## src/rtl/rcc_pkg.sv

```systemverilog
// ----------------------------------------------------------------------------
// rcc_pkg
// Shared types, constants and the verdict step table for the rhombus
// contour classifier.
// ----------------------------------------------------------------------------
`default_nettype none

package rcc_pkg;

    // coordinate and arithmetic widths
    localparam int COORD_BITS = 10;
    localparam int FRAME_BITS = 11;
    localparam int AREA_BITS  = 2 * COORD_BITS + 14;
    localparam int EDGE_W     = 2 * COORD_BITS;
    localparam int DIST_W     = 2 * FRAME_BITS + 1;
    localparam int VERT_W     = 2 * FRAME_BITS + 6;
    localparam int MAG_SQ_W   = 27;
    localparam int MUL_W      = 30;
    localparam int PROD_W     = 2 * MUL_W;
    localparam int STEP_W     = 5;

    // last step of the verdict sequence
    localparam logic [STEP_W-1:0] LAST_STEP = STEP_W'(19);

    // configuration register indexes
    localparam int CFG_IDX_W = 1;
    localparam logic [CFG_IDX_W-1:0] CFG_FRAME_WIDTH  = 1'b0;
    localparam logic [CFG_IDX_W-1:0] CFG_FRAME_HEIGHT = 1'b1;

    localparam logic [FRAME_BITS-1:0] FRAME_RESET = FRAME_BITS'(700);

    // reject reason codes
    localparam logic [1:0] REASON_OK    = 2'd0;
    localparam logic [1:0] REASON_SHORT = 2'd1;
    localparam logic [1:0] REASON_VERT  = 2'd2;
    localparam logic [1:0] REASON_AREA  = 2'd3;

    // input and result items
    typedef struct packed {
        logic [COORD_BITS-1:0] point_x;
        logic [COORD_BITS-1:0] point_y;
        logic                  last_point;
    } t_in_item;

    typedef struct packed {
        logic       is_rhombus;
        logic [1:0] reject_reason;
    } t_out_item;

    // contour point and tracker point
    typedef struct packed {
        logic [COORD_BITS-1:0] x;
        logic [COORD_BITS-1:0] y;
    } t_pix;

    typedef struct packed {
        logic [FRAME_BITS-1:0] x;
        logic [FRAME_BITS-1:0] y;
    } t_tpt;

    // sequencer states
    typedef enum logic [2:0] {
        S_IDLE,
        S_EDGE2,
        S_CLOSE1,
        S_CLOSE2,
        S_CLOSE3,
        S_VERD
    } t_state;

    // multiplier operand selection
    typedef enum logic [4:0] {
        MS_PRVX_INY,
        MS_PTX_PRVY,
        MS_PRVX_FY,
        MS_FX_PRVY,
        MS_ABX, MS_ABY,
        MS_CBX, MS_CBY,
        MS_DCX, MS_DCY,
        MS_DAX, MS_DAY,
        MS_ACX, MS_ACY,
        MS_BDX, MS_BDY,
        MS_DYB, MS_DYC,
        MS_SS,
        MS_DIAG,
        MS_S5,
        MS_DIAG6
    } t_msel;

    // what is done with the registered product
    typedef enum logic [3:0] {
        A_NONE,
        A_AREA_ADD,
        A_AREA_SUB,
        A_LOAD,
        A_SHORT,
        A_AC2,
        A_BD2,
        A_VERT_B,
        A_VERT_C,
        A_S2,
        A_CMP_LO,
        A_CMP_HI,
        A_FINISH
    } t_act;

    typedef struct packed {
        t_msel msel;
        t_act  act;
    } t_uop;

    typedef struct packed {
        t_state st;
        t_msel  msel;
        t_act   act;
        logic   mul_en;
    } t_ctrl;

    // verdict steps: all but the last issue a product; all but the first use the one before
    function automatic t_uop rcc_uop(input logic [STEP_W-1:0] step);
        t_uop u;
        u.msel = MS_ABX;
        u.act  = A_NONE;
        case (step)
            5'd0:    begin u.msel = MS_ABX;   u.act = A_NONE;   end
            5'd1:    begin u.msel = MS_ABY;   u.act = A_LOAD;   end
            5'd2:    begin u.msel = MS_CBX;   u.act = A_SHORT;  end
            5'd3:    begin u.msel = MS_CBY;   u.act = A_LOAD;   end
            5'd4:    begin u.msel = MS_DCX;   u.act = A_SHORT;  end
            5'd5:    begin u.msel = MS_DCY;   u.act = A_LOAD;   end
            5'd6:    begin u.msel = MS_DAX;   u.act = A_SHORT;  end
            5'd7:    begin u.msel = MS_DAY;   u.act = A_LOAD;   end
            5'd8:    begin u.msel = MS_ACX;   u.act = A_SHORT;  end
            5'd9:    begin u.msel = MS_ACY;   u.act = A_LOAD;   end
            5'd10:   begin u.msel = MS_BDX;   u.act = A_AC2;    end
            5'd11:   begin u.msel = MS_BDY;   u.act = A_LOAD;   end
            5'd12:   begin u.msel = MS_DYB;   u.act = A_BD2;    end
            5'd13:   begin u.msel = MS_DYC;   u.act = A_VERT_B; end
            5'd14:   begin u.msel = MS_SS;    u.act = A_VERT_C; end
            5'd15:   begin u.msel = MS_DIAG;  u.act = A_S2;     end
            5'd16:   begin u.msel = MS_S5;    u.act = A_CMP_LO; end
            5'd17:   begin u.msel = MS_DIAG6; u.act = A_S2;     end
            5'd18:   begin u.msel = MS_ABX;   u.act = A_CMP_HI; end
            5'd19:   begin u.msel = MS_ABX;   u.act = A_FINISH; end
            default: begin u.msel = MS_ABX;   u.act = A_NONE;   end
        endcase
        return u;
    endfunction

    // magnitude of the difference of two tracker coordinates
    function automatic logic [FRAME_BITS-1:0] abs_diff(
        input logic [FRAME_BITS-1:0] u,
        input logic [FRAME_BITS-1:0] v
    );
        return (u >= v) ? (u - v) : (v - u);
    endfunction

endpackage

`default_nettype wire

```

## src/rtl/rcc_mul.sv

```systemverilog
// ----------------------------------------------------------------------------
// rcc_mul
// Shared unsigned multiplier with a registered product.
// ----------------------------------------------------------------------------
`default_nettype none

module rcc_mul (
    input  wire logic                       i_clk,
    input  wire logic                       i_en,
    input  wire logic [rcc_pkg::MUL_W-1:0]  i_a,
    input  wire logic [rcc_pkg::MUL_W-1:0]  i_b,
    output logic      [rcc_pkg::PROD_W-1:0] o_prod
);

    logic [rcc_pkg::PROD_W-1:0] r_prod;

    // product register, held while idle
    always_ff @(posedge i_clk) begin
        if (i_en) begin
            r_prod <= {{rcc_pkg::MUL_W{1'b0}}, i_a} * {{rcc_pkg::MUL_W{1'b0}}, i_b};
        end
    end

    assign o_prod = r_prod;

endmodule

`default_nettype wire

```

## src/rtl/rcc_seq.sv

```systemverilog
// ----------------------------------------------------------------------------
// rcc_seq
// Sequencer: shoelace edge steps per point, closing edge and the verdict
// steps that drive the shared multiplier.
// ----------------------------------------------------------------------------
`default_nettype none

module rcc_seq (
    input  wire logic           i_clk,
    input  wire logic           i_rst_n,
    input  wire logic           i_accept,
    input  wire logic           i_last,
    input  wire logic           i_started,
    input  wire logic           i_out_free,
    output rcc_pkg::t_ctrl      o_ctrl
);

    rcc_pkg::t_state            r_state, n_state;
    logic [rcc_pkg::STEP_W-1:0] r_step, n_step;
    logic                       r_sub_pend, n_sub_pend;
    logic                       r_last, n_last;
    rcc_pkg::t_uop              uop;

    // state register
    always_ff @(posedge i_clk) begin
        if (!i_rst_n) begin
            r_state    <= rcc_pkg::S_IDLE;
            r_step     <= '0;
            r_sub_pend <= 1'b0;
            r_last     <= 1'b0;
        end else begin
            r_state    <= n_state;
            r_step     <= n_step;
            r_sub_pend <= n_sub_pend;
            r_last     <= n_last;
        end
    end

    assign uop = rcc_pkg::rcc_uop(r_step);

    // next state and control
    always_comb begin
        n_state     = r_state;
        n_step      = r_step;
        n_sub_pend  = r_sub_pend;
        n_last      = r_last;
        o_ctrl.st     = r_state;
        o_ctrl.msel   = rcc_pkg::MS_PRVX_INY;
        o_ctrl.act    = rcc_pkg::A_NONE;
        o_ctrl.mul_en = 1'b0;
        case (r_state)
            rcc_pkg::S_IDLE: begin
                // first edge product straight from the incoming item
                o_ctrl.mul_en = i_accept && i_started;
                if (r_sub_pend) begin
                    o_ctrl.act = rcc_pkg::A_AREA_SUB;
                    n_sub_pend = 1'b0;
                end
                if (i_accept) begin
                    n_last = i_last;
                    if (i_started) begin
                        n_state = rcc_pkg::S_EDGE2;
                    end else if (i_last) begin
                        n_state = rcc_pkg::S_CLOSE1;
                    end
                end
            end
            rcc_pkg::S_EDGE2: begin
                o_ctrl.msel   = rcc_pkg::MS_PTX_PRVY;
                o_ctrl.mul_en = 1'b1;
                o_ctrl.act    = rcc_pkg::A_AREA_ADD;
                n_sub_pend    = 1'b1;
                n_state       = r_last ? rcc_pkg::S_CLOSE1 : rcc_pkg::S_IDLE;
            end
            rcc_pkg::S_CLOSE1: begin
                o_ctrl.msel   = rcc_pkg::MS_PRVX_FY;
                o_ctrl.mul_en = 1'b1;
                if (r_sub_pend) begin
                    o_ctrl.act = rcc_pkg::A_AREA_SUB;
                    n_sub_pend = 1'b0;
                end
                n_state = rcc_pkg::S_CLOSE2;
            end
            rcc_pkg::S_CLOSE2: begin
                o_ctrl.msel   = rcc_pkg::MS_FX_PRVY;
                o_ctrl.mul_en = 1'b1;
                o_ctrl.act    = rcc_pkg::A_AREA_ADD;
                n_state       = rcc_pkg::S_CLOSE3;
            end
            rcc_pkg::S_CLOSE3: begin
                o_ctrl.act = rcc_pkg::A_AREA_SUB;
                n_step     = '0;
                n_state    = rcc_pkg::S_VERD;
            end
            rcc_pkg::S_VERD: begin
                o_ctrl.msel = uop.msel;
                o_ctrl.act  = uop.act;
                if (r_step == rcc_pkg::LAST_STEP) begin
                    // wait here until the result register is free
                    if (i_out_free) begin
                        n_state = rcc_pkg::S_IDLE;
                    end else begin
                        o_ctrl.act = rcc_pkg::A_NONE;
                    end
                end else begin
                    o_ctrl.mul_en = 1'b1;
                    n_step        = r_step + 1'b1;
                end
            end
            default: begin
                n_state = rcc_pkg::S_IDLE;
            end
        endcase
    end

endmodule

`default_nettype wire

```

## src/rtl/rhombus_contour_classifier_top.sv

```systemverilog
// ----------------------------------------------------------------------------
// rhombus_contour_classifier_top
// Tracks the extreme points and shoelace area of a contour and gives one
// rhombus verdict on its last point.
// ----------------------------------------------------------------------------
//  channel | signals                               | item
//  --------+---------------------------------------+---------------------------
//  in      | i_in_valid, o_in_stall, i_in_item     | one contour point
//  out     | o_out_valid, i_out_stall, o_out_item  | verdict on the last point
//  cfg     | i_cfg_wr_en, i_cfg_index, i_cfg_data  | frame width / height
//
//  A point after the first of its contour takes two shoelace products on the
//  one shared multiplier; the first point takes none.
//  A last point runs its edge, the closing edge and 20 verdict steps, all
//  on the same multiplier.
//  Reset is synchronous and clears the control state; no clearing pass.
//  The verdict waits in its last step while the result register is full.
// ----------------------------------------------------------------------------
`default_nettype none

module rhombus_contour_classifier_top (
    input  wire logic                          i_clk,
    input  wire logic                          i_rst_n,
    input  wire logic                          i_in_valid,
    output logic                               o_in_stall,
    input  wire rcc_pkg::t_in_item             i_in_item,
    output logic                               o_out_valid,
    input  wire logic                          i_out_stall,
    output rcc_pkg::t_out_item                 o_out_item,
    input  wire logic                          i_cfg_wr_en,
    input  wire logic [rcc_pkg::CFG_IDX_W-1:0] i_cfg_index,
    input  wire logic [rcc_pkg::FRAME_BITS-1:0] i_cfg_data
);

    localparam int FB = rcc_pkg::FRAME_BITS;
    localparam int MW = rcc_pkg::MUL_W;
    localparam int DW = rcc_pkg::DIST_W;
    localparam int AW = rcc_pkg::AREA_BITS;
    localparam int SW = rcc_pkg::MAG_SQ_W;
    localparam int VW = rcc_pkg::VERT_W;

    rcc_pkg::t_ctrl ctrl;

    logic [FB-1:0] r_frame_w, r_frame_h;
    logic          r_started;
    rcc_pkg::t_pix r_pt, r_first, r_prev, in_pt;
    rcc_pkg::t_tpt r_left, r_right, r_top, r_bottom;
    rcc_pkg::t_tpt base_left, base_right, base_top, base_bottom;
    logic [AW-1:0] r_area, n_area;
    logic [AW-1:0] r_mag;
    logic [MW-1:0] r_s5;
    logic [DW-1:0] r_acc, r_ac2, r_bd2;
    logic [MW-1:0] r_ac6, r_bd6;
    logic [rcc_pkg::PROD_W-1:0] r_s2, prod;
    logic          r_short, r_vert, r_f3;
    logic          r_out_valid;
    rcc_pkg::t_out_item r_out;
    logic [1:0]    reason;
    logic          accept, out_free, big;
    logic [MW-1:0] mul_a, mul_b;
    logic [FB-1:0] sq_op;
    logic [DW-1:0] dist_sum;
    logic [VW-1:0] vert_lim;

    assign in_pt.x    = i_in_item.point_x;
    assign in_pt.y    = i_in_item.point_y;
    assign o_in_stall = (ctrl.st != rcc_pkg::S_IDLE);
    assign accept     = i_in_valid && !o_in_stall;
    assign out_free   = !r_out_valid || !i_out_stall;

    // sequencer and shared multiplier
    rcc_seq u_seq (
        .i_clk      (i_clk),
        .i_rst_n    (i_rst_n),
        .i_accept   (accept),
        .i_last     (i_in_item.last_point),
        .i_started  (r_started),
        .i_out_free (out_free),
        .o_ctrl     (ctrl)
    );

    rcc_mul u_mul (
        .i_clk  (i_clk),
        .i_en   (ctrl.mul_en),
        .i_a    (mul_a),
        .i_b    (mul_b),
        .o_prod (prod)
    );

    // configuration registers
    always_ff @(posedge i_clk) begin
        if (!i_rst_n) begin
            r_frame_w <= rcc_pkg::FRAME_RESET;
            r_frame_h <= rcc_pkg::FRAME_RESET;
        end else if (i_cfg_wr_en) begin
            if (i_cfg_index == rcc_pkg::CFG_FRAME_WIDTH) begin
                r_frame_w <= i_cfg_data;
            end else if (i_cfg_index == rcc_pkg::CFG_FRAME_HEIGHT) begin
                r_frame_h <= i_cfg_data;
            end
        end
    end

    // tracker start values on the first point of a contour
    always_comb begin
        base_left   = r_left;
        base_top    = r_top;
        base_right  = r_right;
        base_bottom = r_bottom;
        if (!r_started) begin
            base_left.x   = r_frame_w;
            base_left.y   = r_frame_h;
            base_top      = base_left;
            base_right    = '0;
            base_bottom   = '0;
        end
    end

    // point registers and extreme point trackers
    always_ff @(posedge i_clk) begin
        if (accept) begin
            r_pt <= in_pt;
            r_left   <= ({1'b0, in_pt.x} < base_left.x) ?
                        {1'b0, in_pt.x, 1'b0, in_pt.y} : base_left;
            r_right  <= ({1'b0, in_pt.x} > base_right.x) ?
                        {1'b0, in_pt.x, 1'b0, in_pt.y} : base_right;
            r_top    <= ({1'b0, in_pt.y} < base_top.y) ?
                        {1'b0, in_pt.x, 1'b0, in_pt.y} : base_top;
            r_bottom <= ({1'b0, in_pt.y} > base_bottom.y) ?
                        {1'b0, in_pt.x, 1'b0, in_pt.y} : base_bottom;
            if (!r_started) begin
                r_first <= in_pt;
                r_prev  <= in_pt;
            end
        end else if (ctrl.st == rcc_pkg::S_EDGE2) begin
            r_prev <= r_pt;
        end
    end

    // contour started flag
    always_ff @(posedge i_clk) begin
        if (!i_rst_n) begin
            r_started <= 1'b0;
        end else if (accept) begin
            r_started <= 1'b1;
        end else if (ctrl.act == rcc_pkg::A_FINISH) begin
            r_started <= 1'b0;
        end
    end

    // shoelace accumulator, modulo 2^AREA_BITS
    always_comb begin
        n_area = r_area;
        case (ctrl.act)
            rcc_pkg::A_AREA_ADD:
                n_area = r_area + AW'(prod[rcc_pkg::EDGE_W-1:0]);
            rcc_pkg::A_AREA_SUB:
                n_area = r_area - AW'(prod[rcc_pkg::EDGE_W-1:0]);
            default: n_area = r_area;
        endcase
        if (accept && !r_started) begin
            n_area = '0;
        end
    end

    always_ff @(posedge i_clk) begin
        r_area <= n_area;
    end

    // derived values, stable well before the steps that use them
    always_ff @(posedge i_clk) begin
        r_mag <= r_area[AW-1] ? (~r_area + 1'b1) : r_area;
        r_s5  <= MW'({r_mag[SW-1:0], 2'b00}) + MW'(r_mag[SW-1:0]);
        r_ac6 <= MW'({r_ac2, 2'b00}) + MW'({r_ac2, 1'b0});
        r_bd6 <= MW'({r_bd2, 2'b00}) + MW'({r_bd2, 1'b0});
    end

    assign big = (r_mag[AW-1:SW] != '0);

    // square operand: a = top, b = left, c = bottom, d = right
    always_comb begin
        case (ctrl.msel)
            rcc_pkg::MS_ABX: sq_op = rcc_pkg::abs_diff(r_top.x, r_left.x);
            rcc_pkg::MS_ABY: sq_op = rcc_pkg::abs_diff(r_top.y, r_left.y);
            rcc_pkg::MS_CBX: sq_op = rcc_pkg::abs_diff(r_bottom.x, r_left.x);
            rcc_pkg::MS_CBY: sq_op = rcc_pkg::abs_diff(r_bottom.y, r_left.y);
            rcc_pkg::MS_DCX: sq_op = rcc_pkg::abs_diff(r_right.x, r_bottom.x);
            rcc_pkg::MS_DCY: sq_op = rcc_pkg::abs_diff(r_right.y, r_bottom.y);
            rcc_pkg::MS_DAX: sq_op = rcc_pkg::abs_diff(r_right.x, r_top.x);
            rcc_pkg::MS_DAY: sq_op = rcc_pkg::abs_diff(r_right.y, r_top.y);
            rcc_pkg::MS_ACX: sq_op = rcc_pkg::abs_diff(r_bottom.x, r_top.x);
            rcc_pkg::MS_ACY: sq_op = rcc_pkg::abs_diff(r_bottom.y, r_top.y);
            rcc_pkg::MS_BDX: sq_op = rcc_pkg::abs_diff(r_left.x, r_right.x);
            rcc_pkg::MS_BDY: sq_op = rcc_pkg::abs_diff(r_left.y, r_right.y);
            rcc_pkg::MS_DYB: sq_op = rcc_pkg::abs_diff(r_left.y, r_top.y);
            rcc_pkg::MS_DYC: sq_op = rcc_pkg::abs_diff(r_bottom.y, r_top.y);
            default:         sq_op = '0;
        endcase
    end

    // multiplier operand select
    always_comb begin
        mul_a = MW'(sq_op);
        mul_b = MW'(sq_op);
        case (ctrl.msel)
            rcc_pkg::MS_PRVX_INY: begin
                mul_a = MW'(r_prev.x);
                mul_b = MW'(in_pt.y);
            end
            rcc_pkg::MS_PTX_PRVY: begin
                mul_a = MW'(r_pt.x);
                mul_b = MW'(r_prev.y);
            end
            rcc_pkg::MS_PRVX_FY: begin
                mul_a = MW'(r_prev.x);
                mul_b = MW'(r_first.y);
            end
            rcc_pkg::MS_FX_PRVY: begin
                mul_a = MW'(r_first.x);
                mul_b = MW'(r_prev.y);
            end
            rcc_pkg::MS_SS: begin
                mul_a = MW'(r_mag[SW-1:0]);
                mul_b = MW'(r_mag[SW-1:0]);
            end
            rcc_pkg::MS_DIAG: begin
                mul_a = MW'(r_ac2);
                mul_b = MW'(r_bd2);
            end
            rcc_pkg::MS_S5: begin
                mul_a = r_s5;
                mul_b = r_s5;
            end
            rcc_pkg::MS_DIAG6: begin
                mul_a = r_ac6;
                mul_b = r_bd6;
            end
            default: begin
                mul_a = MW'(sq_op);
                mul_b = MW'(sq_op);
            end
        endcase
    end

    // distance sum and vertical limit from the registered product
    assign dist_sum = r_acc + prod[DW-1:0];
    assign vert_lim = {prod[2*FB-1:0], 6'b000000};

    // verdict flags and stored results
    always_ff @(posedge i_clk) begin
        if (ctrl.st == rcc_pkg::S_CLOSE3) begin
            r_short <= 1'b0;
            r_vert  <= 1'b0;
            r_f3    <= 1'b0;
        end
        case (ctrl.act)
            rcc_pkg::A_LOAD:   r_acc <= prod[DW-1:0];
            rcc_pkg::A_SHORT:  r_short <= r_short || (dist_sum <= DW'(1));
            rcc_pkg::A_AC2:    r_ac2 <= dist_sum;
            rcc_pkg::A_BD2:    r_bd2 <= dist_sum;
            rcc_pkg::A_VERT_B: r_vert <= r_vert || (r_left.y <= r_top.y) ||
                                         (VW'(r_ac2) >= vert_lim);
            rcc_pkg::A_VERT_C: r_vert <= r_vert || (r_bottom.y <= r_top.y) ||
                                         (VW'(r_ac2) >= vert_lim);
            rcc_pkg::A_S2:     r_s2 <= prod;
            rcc_pkg::A_CMP_LO: r_f3 <= r_f3 || (r_s2 < prod);
            rcc_pkg::A_CMP_HI: r_f3 <= r_f3 || (r_s2 > prod);
            default: ;
        endcase
    end

    // reason priority
    always_comb begin
        if (r_short) begin
            reason = rcc_pkg::REASON_SHORT;
        end else if (r_vert) begin
            reason = rcc_pkg::REASON_VERT;
        end else if (r_f3 || big || (r_ac2 == '0) || (r_bd2 == '0)) begin
            reason = rcc_pkg::REASON_AREA;
        end else begin
            reason = rcc_pkg::REASON_OK;
        end
    end

    // result register
    always_ff @(posedge i_clk) begin
        if (!i_rst_n) begin
            r_out_valid <= 1'b0;
        end else if (ctrl.act == rcc_pkg::A_FINISH) begin
            r_out_valid <= 1'b1;
        end else if (r_out_valid && !i_out_stall) begin
            r_out_valid <= 1'b0;
        end
    end

    always_ff @(posedge i_clk) begin
        if (ctrl.act == rcc_pkg::A_FINISH) begin
            r_out.is_rhombus    <= (reason == rcc_pkg::REASON_OK);
            r_out.reject_reason <= reason;
        end
    end

    assign o_out_valid = r_out_valid;
    assign o_out_item  = r_out;

endmodule

`default_nettype wire

```

## config.mk

```make
export PLATFORM = sky130hd
export DESIGN_NAME = rhombus_contour_classifier_top
export DESIGN_NICKNAME = d
export VERILOG_FILES = /design/src/rtl/rcc_pkg.sv /design/src/rtl/rcc_mul.sv /design/src/rtl/rcc_seq.sv /design/src/rtl/rhombus_contour_classifier_top.sv
export SDC_FILE = /design/constraint.sdc
export NUM_CORES = 2
export LEC_CHECK = 0
export BUFFER_PORTS_ARGS = -buffer_cell sky130_fd_sc_hd__buf_2
export CAP_MARGIN = 20
export CELL_PAD_IN_SITES_DETAIL_PLACEMENT = 1
export CELL_PAD_IN_SITES_GLOBAL_PLACEMENT = 1
export CORE_ASPECT_RATIO = 0.75
export CORE_MARGIN = 10
export CORE_UTILIZATION = 40
export CTS_BUF_LIST = sky130_fd_sc_hd__clkbuf_4 sky130_fd_sc_hd__clkbuf_8 sky130_fd_sc_hd__clkbuf_16
export CTS_CLUSTER_DIAMETER = 30
export DETAILED_ROUTE_END_ITERATION = 8
export PLACE_DENSITY = 0.77
export SYNTH_ARGS = -nofsm -noshare
export SYNTH_HDL_FRONTEND = slang
export SYNTH_HIERARCHICAL = 1
export SYNTH_SLANG_ARGS = --single-unit
export TNS_END_PERCENT = 5
```

## constraint.sdc

```tcl
create_clock -name i_clk -period 23.7 [get_ports i_clk]
set_clock_uncertainty 0.15 [all_clocks]
set_input_delay 1.185 -clock i_clk [delete_from_list [all_inputs] [get_ports i_clk]]
set_output_delay 1.185 -clock i_clk [all_outputs]
set_load 0.005 [all_outputs]
```

==> out/results.txt <==
DR pass1 iterations = 9
most frequent CP cell = fa_1
sequential share of the synthesized area = 0.199
Largest stage delay, worst path = 0.88 ns
remaining antenna violation count = 0
CTS root buf = clkbuf_16
R2R Path End = u_mul/o_prod[57]
R2R cell count = 39
Setup TNS = 0 ns
Yosys top cell by area = fa_1
via count = 60000
Worst-Skew Late Latency = 0.75 ns
WL final = 269000 um
Post-synth EDFFs = 341
Worst Setup Start Kind = flop
synthesized instance count = 7773
reg-to-reg slack, setup = 10.11 ns
Die X = 506 um
critical path required time = 24.03 ns
post-synth top area share = 0.229
top post-synthesis cells by area = fa_1, edfxtp_1, ha_1
CP endpoint kind = flop
Max Root-Sink Buffers = 3
status = finished, violations left
die height = 384 um
largest net degree at the start of global routing = 61
Crit-path slowest cell = a2111oi_1
Seq cells post-synth = 532
Worst Path Max Fanout = 30
critical path type = flop to flop
detailed placement HPWL = 209000 um
Hold Fails Final Rpt = 0
Max Cap Violations = 0
DRC errors left = 7
core box area = 176000 sq um
IO Port Bufs = 42
Tot GR Track Use = 0.271
# IOs = 43
synth unique cells = 105
max-slew violations = 0
crit path DAT = 13.92 ns
Inserted Clock Buffers = 131
Layout Cells excl Fill = 10200
most frequent cells in the layout = inv_1, fa_1, nand2_1
Rows = 133
TritonCTS clock tree = built
RePlAce Congestion = 1.09
Starting Density = 0.403
setup bufs post-CTS = 0
fin crit share = 0.574
first-pass GRT wire length = 406000 um
failing checks = design-rule violations
GRT Residual Overflow = 0
number of global-route vias before repair = 64100
layout cells sized above 1 = 0.0637
Worst-Margin Slew = 1.34 ns
most common cell after layout, fill and taps aside = inv_1
Final setup viols = 0
Post-synth ARST share = 0
yosys warns = 6
RSZ-0062 raised after global routing = no
RR Startpoint = r_top[12]
average wire per standard cell = 26.4 um
Hold Path Class = flop to flop
Placed Cells incl. Taps = 9935
area of the die = 194000 sq um
Final nets = 9324
Final min period = 13.59 ns
clock sink count = 532
clk slew on worst S/H paths = 0.05 ns
Main synth FF type = edfxtp_1
post-synthesis average cell area = 9.11 sq um
PostCTS Resize Cnt = 0
CTS Hold Buffers Added = 0
Critical Path Source = r_top[12]
FMAX = 73.6 MHz
Hold Slack = 0.233 ns
Area Overhead vs Synth = 10.6%
Slew headroom = 0.107
CP Capture Point = u_mul/o_prod[57]
cell area after synthesis = 70800 sq um
H-tree depth = 4
initial drt markers = 5806
drt via density = 5.89
initial antenna violation count = 19
==> how the worst min path moves through the flow <==
| stage | to | startpoint | slack [ns] | cells after the start |
|---|---|---|---|---|
| final | r_mag[0] | r_area[0] | 0.23 | 0 |
| after detailed placement | r_mag[0] | r_area[0] | 0.23 | 0 |
| after global routing | r_mag[0] | r_area[0] | 0.24 | 0 |
| after global placement | r_mag[0] | r_area[0] | 0.21 | 0 |
| after CTS | r_mag[0] | r_area[0] | 0.23 | 0 |
| after floorplan | r_mag[0] | r_area[0] | 0.20 | 0 |
==> state kept, by name (all words and copies together) (netlist names), 3 cells and up <==
name and count:
r_pt 20, u_seq/uop 9, u_seq/r_state 3, r_bd2 23
o_out_item 3, u_mul/o_prod 60, r_mag 34, r_first 20
r_left 22, r_frame_h 11, r_bd6 25, r_ac6 25
r_ac2 23, r_bottom 21, r_right 21, r_frame_w 11
r_top 22, r_prev 20, u_seq/r_step 5, r_area 34
r_s2 60, r_acc 23, r_s5 30
==> cell type report <==
type,count,area [sq um]
fill,20000,97300
clock buffer,153,3620
sequential,532,14100
inverter,1186,4450
multi-input combinational,5717,51100
clock inverter,89,1130
tap,2362,2960
antenna,5,12.5
timing repair buffer,140,962
==> kinds of logic after synthesis <==
| kind of cell | share of synthesized area |
|---|---|
| buffers and inverters | 0.0819 |
| multiplexers | 0.0190 |
| XOR/XNOR | 0.0372 |
| AND/OR/NAND/NOR | 0.158 |
| AO/OA/AOI/OAI | 0.141 |
| other | 0.0000530 |
| adder cells (fa/ha/maj) | 0.365 |
| flip-flops | 0.199 |
==> synth_stat cells (34+ instances only) <==
library cell	n
nand4_1	76
a31oi_1	44
nor3_1	69
xor2_1	87
mux2_2	36
o21bai_1	48
clkbuf_1	308
dfxtp_1	191
nand3_1	100
nor2_1	259
a21o_1	180
xnor2_1	214
o211ai_1	34
o21a_1	63
edfxtp_1	341
o21ai_0	273
nand2_1	795
nand2b_1	62
mux2i_1	94
nor2b_1	83
o22ai_1	37
and2_1	583
a21oi_1	413
fa_1	809
and3_1	41
a221o_1	34
inv_1	1184
a211oi_1	47
ha_1	769
==> critical path: cells and delay by family (launching register included) <==
kind                     cells  cell delay, ns
AO/OA/AOI/OAI               16            5.65
adder cells (fa/ha/maj)     10            4.61
buffers and inverters        8            1.40
flip-flops                   1            0.69
AND/OR/NAND/NOR              4            0.66
XOR/XNOR                     1            0.10
==> routing by layer <==
layer  track usage  wire, um  up-vias
met2         0.398    113000     2742
met4        0.0800      7800       12
met1         0.385    119000    31000
li1              -         -    25800
met5             0        79        -
met3        0.0788     29000      496
==> metrics by stage <==
| step | utilization | area (sq um) | setup WS [ns] |
|---|---|---|---|
| detailed placement | 0.419 | 73500 | 10.53 |
| global route | 0.446 | 78300 | 9.75 |
| floorplan | - | 70800 | 13.03 |
| CTS | 0.446 | 78200 | 10.46 |
| global placement | 0.419 | 73500 | 10.67 |
| finish | 0.446 | 78300 | 10.11 |
Power is not shown: default switching activity piles up to over one toggle a cycle in this logic, so the estimate is an artifact.
